**src/rtl/lisu_pkg.sv**
```systemverilog
`timescale 1ns / 1ps
// ----------------------------------------------------------------------------
// lisu_pkg
// shared types and fixed constants of the linear interpolation upsampler
// ----------------------------------------------------------------------------
package lisu_pkg;

    localparam int SAMPLE_W = 16;
    localparam int DIFF_W   = SAMPLE_W + 1;
    localparam int SUM_W    = SAMPLE_W + 2;
    localparam int STEP_W   = 15;

    localparam logic [STEP_W-1:0] STEP_RESET = 15'd7526;

    localparam logic signed [SUM_W-1:0] SAT_MAX = 18'sd32767;
    localparam logic signed [SUM_W-1:0] SAT_MIN = -18'sd32768;

    typedef logic signed [SAMPLE_W-1:0] sample_t;
    typedef logic signed [DIFF_W-1:0]   diff_t;
    typedef logic signed [SUM_W-1:0]    sum_t;

endpackage

```
**src/rtl/linear_interp_stereo_upsampler.sv**
```systemverilog
`timescale 1ns / 1ps
// ----------------------------------------------------------------------------
// linear_interp_stereo_upsampler
// stereo linear interpolation sample rate converter with one shared multiplier
// ----------------------------------------------------------------------------
// Each accepted source frame (left in tdata[15:0], right in tdata[31:16]) is
// blended with the frame before it; the first frame after reset only loads
// the previous-frame store and gives no output. For each output a single
// shared multiplier forms the left product in ST_MUL_L and the right in
// ST_MUL_R, which also adds and saturates the left sum; ST_FIN does so for
// the right sum and loads the output register. A frame with k outputs
// repeats these states k times before the block idles. The last output of a
// frame carries tlast; the next frame is accepted while that output still
// waits in the output register. Back-pressure on the output side stretches ST_FIN.
// phase_step is written through cfg_wr_en/cfg_wr_data by the user only while
// idle, not enforced by the block; clamped to 2^PHASE_BITS/32..2^PHASE_BITS-1.
module linear_interp_stereo_upsampler #(
    parameter int PHASE_BITS = 15
) (
    input  logic        clk,
    input  logic        rst_n,
    input  logic        cfg_wr_en,
    input  logic [14:0] cfg_wr_data,     // phase_step
    input  logic        s_axis_tvalid,
    output logic        s_axis_tready,
    input  logic [31:0] s_axis_tdata,    // left_in, right_in
    output logic        m_axis_tvalid,
    input  logic        m_axis_tready,
    output logic [31:0] m_axis_tdata,    // left_out, right_out
    output logic        m_axis_tlast     // run_last
);

    localparam int SW     = ((PHASE_BITS > lisu_pkg::STEP_W) ? PHASE_BITS
                                                            : lisu_pkg::STEP_W) + 1;
    localparam int PROD_W = lisu_pkg::DIFF_W + PHASE_BITS + 1;
    localparam logic [SW-1:0] STEP_MIN = SW'(1) << (PHASE_BITS - 5);
    localparam logic [SW-1:0] STEP_MAX = (SW'(1) << PHASE_BITS) - SW'(1);

    typedef enum logic [1:0] {
        ST_IDLE,
        ST_MUL_L,
        ST_MUL_R,
        ST_FIN
    } state_t;

    state_t                        state_reg, state_next;
    logic                          primed_reg;
    logic [lisu_pkg::STEP_W-1:0]   step_reg;
    logic [PHASE_BITS-1:0]         phase_reg, phase_next;
    lisu_pkg::sample_t             prev_l_reg, prev_r_reg;
    lisu_pkg::sample_t             new_l_reg, new_r_reg;
    lisu_pkg::sample_t             res_l_reg;
    logic signed [PROD_W-1:0]      prod_reg;
    logic                          out_valid_reg;
    logic                          out_last_reg;
    lisu_pkg::sample_t             out_l_reg, out_r_reg;

    logic [SW-1:0]                 step_ext;
    logic [PHASE_BITS-1:0]         step_eff;
    logic [PHASE_BITS:0]           phase_sum;
    logic                          run_end;
    logic                          in_beat;
    logic                          out_free;
    logic                          out_load;
    lisu_pkg::diff_t               mul_a;
    logic signed [PHASE_BITS:0]    mul_b;
    lisu_pkg::sample_t             add_base;
    logic signed [lisu_pkg::DIFF_W-1:0] quot;
    lisu_pkg::sum_t                sum;
    lisu_pkg::sample_t             sat;

    // step clamp
    always_comb
    begin
        step_ext = SW'(step_reg);
        if (step_ext < STEP_MIN)
        begin
            step_eff = PHASE_BITS'(STEP_MIN);
        end
        else if (step_ext > STEP_MAX)
        begin
            step_eff = PHASE_BITS'(STEP_MAX);
        end
        else
        begin
            step_eff = PHASE_BITS'(step_ext);
        end
    end

    assign phase_sum = {1'b0, phase_reg} + {1'b0, step_eff};
    assign run_end   = phase_sum[PHASE_BITS];
    assign phase_next = phase_sum[PHASE_BITS-1:0];

    assign s_axis_tready = (state_reg == ST_IDLE);
    assign in_beat       = s_axis_tvalid && s_axis_tready;
    assign out_free      = !out_valid_reg || m_axis_tready;
    assign out_load      = (state_reg == ST_FIN) && out_free;

    // shared multiplier, left channel then right channel
    always_comb
    begin
        if (state_reg == ST_MUL_L)
        begin
            mul_a = lisu_pkg::DIFF_W'(new_l_reg) - lisu_pkg::DIFF_W'(prev_l_reg);
        end
        else
        begin
            mul_a = lisu_pkg::DIFF_W'(new_r_reg) - lisu_pkg::DIFF_W'(prev_r_reg);
        end
        mul_b = signed'({1'b0, phase_reg});
    end

    // add and saturate on the registered product
    always_comb
    begin
        add_base = (state_reg == ST_MUL_R) ? prev_l_reg : prev_r_reg;
        quot     = prod_reg[PHASE_BITS + lisu_pkg::SAMPLE_W : PHASE_BITS];
        sum      = lisu_pkg::SUM_W'(add_base) + lisu_pkg::SUM_W'(quot);
        if (sum > lisu_pkg::SAT_MAX)
        begin
            sat = lisu_pkg::SAMPLE_W'(lisu_pkg::SAT_MAX);
        end
        else if (sum < lisu_pkg::SAT_MIN)
        begin
            sat = lisu_pkg::SAMPLE_W'(lisu_pkg::SAT_MIN);
        end
        else
        begin
            sat = lisu_pkg::SAMPLE_W'(sum);
        end
    end

    always_comb
    begin
        state_next = state_reg;
        unique case (state_reg)
            ST_IDLE:
            begin
                if (in_beat && primed_reg)
                begin
                    state_next = ST_MUL_L;
                end
            end
            ST_MUL_L:
            begin
                state_next = ST_MUL_R;
            end
            ST_MUL_R:
            begin
                state_next = ST_FIN;
            end
            ST_FIN:
            begin
                if (out_free)
                begin
                    state_next = run_end ? ST_IDLE : ST_MUL_L;
                end
            end
            default:
            begin
                state_next = ST_IDLE;
            end
        endcase
    end

    always_ff @(posedge clk or negedge rst_n)
    begin
        if (!rst_n)
        begin
            state_reg     <= ST_IDLE;
            primed_reg    <= 1'b0;
            step_reg      <= lisu_pkg::STEP_RESET;
            phase_reg     <= '0;
            prev_l_reg    <= '0;
            prev_r_reg    <= '0;
            new_l_reg     <= '0;
            new_r_reg     <= '0;
            res_l_reg     <= '0;
            prod_reg      <= '0;
            out_valid_reg <= 1'b0;
            out_last_reg  <= 1'b0;
            out_l_reg     <= '0;
            out_r_reg     <= '0;
        end
        else
        begin
            state_reg <= state_next;

            if (cfg_wr_en)
            begin
                step_reg <= cfg_wr_data;
            end

            if (in_beat)
            begin
                if (!primed_reg)
                begin
                    prev_l_reg <= s_axis_tdata[15:0];
                    prev_r_reg <= s_axis_tdata[31:16];
                    primed_reg <= 1'b1;
                end
                else
                begin
                    new_l_reg <= s_axis_tdata[15:0];
                    new_r_reg <= s_axis_tdata[31:16];
                end
            end

            if ((state_reg == ST_MUL_L) || (state_reg == ST_MUL_R))
            begin
                prod_reg <= PROD_W'(mul_a) * PROD_W'(mul_b);
            end

            if (state_reg == ST_MUL_R)
            begin
                res_l_reg <= sat;
            end

            if (out_load)
            begin
                out_valid_reg <= 1'b1;
                out_last_reg  <= run_end;
                out_l_reg     <= res_l_reg;
                out_r_reg     <= sat;
                phase_reg     <= phase_next;
                if (run_end)
                begin
                    prev_l_reg <= new_l_reg;
                    prev_r_reg <= new_r_reg;
                end
            end
            else if (m_axis_tready)
            begin
                out_valid_reg <= 1'b0;
            end
        end
    end

    assign m_axis_tvalid = out_valid_reg;
    assign m_axis_tlast  = out_last_reg;
    assign m_axis_tdata  = {out_r_reg, out_l_reg};

    a_primed_start: assert property (@(posedge clk) disable iff (!rst_n)
        (in_beat && primed_reg) |=> (state_reg == ST_MUL_L))
        else $error("primed frame did not start the multiply sequence");

    a_last_to_idle: assert property (@(posedge clk) disable iff (!rst_n)
        (out_load && run_end) |=> (state_reg == ST_IDLE) && m_axis_tvalid && m_axis_tlast)
        else $error("last beat of a run did not return to idle");

    a_load_from_fin: assert property (@(posedge clk) disable iff (!rst_n)
        $rose(m_axis_tvalid) |-> ($past(state_reg) == ST_FIN))
        else $error("output beat raised outside the final step");

    a_prev_stable: assert property (@(posedge clk) disable iff (!rst_n)
        (state_reg == ST_MUL_R) |-> ($stable(prev_l_reg) && $stable(prev_r_reg)))
        else $error("previous frame changed mid output");

endmodule
```
**config.mk**
```make
export PLATFORM = sky130hd
export DESIGN_NAME = linear_interp_stereo_upsampler
export DESIGN_NICKNAME = d
export VERILOG_FILES = /design/src/rtl/lisu_pkg.sv /design/src/rtl/linear_interp_stereo_upsampler.sv
export SDC_FILE = /design/constraint.sdc
export NUM_CORES = 1
export LEC_CHECK = 0
export BUFFER_PORTS_ARGS = -buffer_cell sky130_fd_sc_hd__clkbuf_2
export CELL_PAD_IN_SITES_DETAIL_PLACEMENT = 0
export CELL_PAD_IN_SITES_GLOBAL_PLACEMENT = 1
export CORE_ASPECT_RATIO = 2
export CORE_MARGIN = 2
export CORE_UTILIZATION = 45
export DETAILED_ROUTE_END_ITERATION = 12
export PLACE_DENSITY = 0.8
export SETUP_SLACK_MARGIN = 0.02
export SLEW_MARGIN = 20
export SYNTH_ARGS = -nofsm -noshare
export SYNTH_HDL_FRONTEND = slang
export SYNTH_SLANG_ARGS = --single-unit
export TNS_END_PERCENT = 50
```
**constraint.sdc**
```tcl
create_clock -name clk -period 10.9 [get_ports clk]
set_input_delay 2.18 -clock clk [delete_from_list [all_inputs] [get_ports clk]]
set_output_delay 2.18 -clock clk [all_outputs]
set_load 0.05 [all_outputs]
```
==> reports/results.ini <==
[synth]
synth_edf_count = 0
ys.flop_type = dfrtp_1
syn_area_sq_mm = 0.0192
ys_async_sr_fraction_pct = 100
syn_inst = 2078
synth_seq_cells = 164
synth_area_per_cell_sq_um = 9.22
syn-num-nets = 2530
ys_seq_area_share_pct = 21.5
synth_area_leaders = fa_1 (26%), dfrtp_1 (20%), ha_1 (9.8%)
synth_top_area_share_pct = 26.1
yosysUniqueCellTypes = 69
yosys_warnings = 0
yosysTopAreaCell = fa_1

[layout]
nets = 2576
antenna_cells = 0
drive_gt1_share_pct = 10.9
largest_register_ffs = 17
final_common_cell = inv_1
most-common-layout-cells = inv_1 (365), nand2_1 (279), fa_1 (250), dfrtp_1 (156), ha_1 (149)
syn_to_final_growth_pct = 8.19
final_cells = 2682

[setup_path]
critPathLaunchType = register
cp_num_cells = 32
r2r_start = new_l_reg[0]$_DFFE_PN0P_
crit_path_end_kind = register
rr_worst_depth = 32
crit_path_max_incr_delay_ns = 0.80
critPathRequiredTime_ns = 11.25
worst-path-max-fanout = 7
rrSetupSlack_ns = 1.56
critPathKind = register to register
slowest_stage = mux2i_1
r2r_end = prod_reg[25]$_DFFE_PN0P_
endpoint = prod_reg[25]$_DFFE_PN0P_
critPathTopFamily = adder cells
worst-path-buf-inv = 4
path_common_cell = fa_1
crit_path_start = new_l_reg[0]$_DFFE_PN0P_
worstPathArrival_ns = 9.69

[placed_design]
port_buffers = 86
dp.cells = 2650
dp_hpwl_mm = 35.6
gp_congestion = 0.836

[sta]
hold_viol_final = 0
setup_violations = 0
clock_skew_ns = 0.0233
max_slew_margin_pct = 27.7
worstMarginPinSlew_ns = 1.08
grt_setup_unrepaired = false
slew_viol_final = 0
fin_crit_sh_pct = 85.7
finalSetupTns_ns = 0
period_needed_ns = 9.34
max_freq_mhz = 107

[die]
design.die.area_sq_mm = 0.0443
fp.dieW_um = 150
pin_count = 87
initial_core_util_pct = 45.3
rows = 107
die_y_um = 296
core-area_sq_mm = 0.0423

[detailed_routing]
firstDrtPassIters = 5
antenna_left = 0
drc = 0
wirelength_mm = 44.5
vias = 13900
viasPerCell = 5.18
wire_per_inst_um = 16.6
drtIter0Drc = 591

[grt]
grt_pass1_vias = 14500
grt_pass1_wl_mm = 74.2
track_usage_pct = 21.1
grt_overflow = 0
antenna_found_initial = 0
grt_max_degree = 74

[clocking]
ctsHoldBuffers = 0
cts_root_buf = clkbuf_16
cts_setup_buffers = 0
insertion_delay_ns = 0.46
cts.sinks = 164
clock_path_buffers = 2
clk_pin_slew_ns = 0.07
cts_buffers = 17
cts_tree = yes
htree_levels = 4
cts_resized = 0

[worst_hold_path]
hold_class = register to register

[run]
cap_violations = 0

[outcome]
status = finished, final reports clean

layer usage:
layer	vias to the layer above	share of wire (%)	track usage (%)
met5	-	0	0
met4	0	3.0	7.18
met3	66	3.0	2.11
met2	232	50	36.4
met1	6948	44	27.6
li1	6652	-	-
through the flow:
| stage | utilization [%] | setup WS [ns] | cell area [sq um] | hold WS [ns] |
|---|---|---|---|---|
| floorplan | - | 2.71 | 19200 | 0.435 |
| global placement | 47.7 | 1.76 | 20200 | 0.452 |
| detailed placement | 47.7 | 1.62 | 20200 | 0.460 |
| CTS | 49.0 | 1.61 | 20700 | 0.477 |
| global route | 49.0 | 1.14 | 20700 | 0.505 |
| finish | 49.0 | 1.56 | 20700 | 0.472 |
worst min-delay path: stages, from the launching register on:
cell and delay [ns]:
dfrtp_1 0.34, nand2_1 0.05, nand2_1 0.05
cells by family (layout without fill, tap and decap cells):
family	after synthesis	after routing	share of synthesized area, %
AOI/OAI and AO/OA	313	313	9.95
xor gates and xnor gates	86	86	3.93
muxes	101	101	5.68
DFF	164	164	21.5
buffers and inverters	445	504	8.83
adders and majority gates	400	400	35.9
and+or+nand+nor	569	569	14.2
synthesized netlist by cell type, drive strengths merged, types with 5 or more instances:
library cell,instances
nor2,53
dfstp,8
or3,11
o21a,13
inv,365
nor2b,23
fa,250
a21o,17
nor3,12
a31oi,6
a21oi,82
dfrtp,156
xnor2,59
mux2,62
nand3,6
nand2,280
buf,14
nand2b,13
o21ai,127
mux2i,39
ha,150
a211oi,6
clkbuf,66
and2,141
o31ai,6
or2,6
xor2,27
o21bai,11
a211o,5
and3,7
final cells by class:
type / instances / area, sq um
Timing Repair Buffer: 107 / 594
Tap cell: 545 / 682
Fill cell: 4103 / 21600
Sequential cell: 164 / 4110
Inverter: 365 / 1370
Clock inverter: 14 / 129
Multi-Input combinational cell: 1469 / 13400
Clock buffer: 18 / 429
how the worst min path moves through the flow:
stage               depth (start not counted)                       from                   endpoint  slack [ns]
floorplan                                   2   res_l_reg[1]$_DFFE_PN0N_   out_l_reg[1]$_DFFE_PN0P_        0.43
global placement                            1     primed_reg$_DFFE_PN0P_     primed_reg$_DFFE_PN0P_        0.45
detailed placement                          2  res_l_reg[15]$_DFFE_PN0N_  out_l_reg[15]$_DFFE_PN0P_        0.46
CTS                                         2  out_l_reg[15]$_DFFE_PN0P_  out_l_reg[15]$_DFFE_PN0P_        0.48
global route                                2   res_l_reg[4]$_DFFE_PN0N_   out_l_reg[4]$_DFFE_PN0P_        0.50
finish                                      2  out_l_reg[15]$_DFFE_PN0P_  out_l_reg[15]$_DFFE_PN0P_        0.47
Power is left out: the tool's default activity adds up to more than one toggle a clock period on the data nets, which glitch-free logic cannot reach.
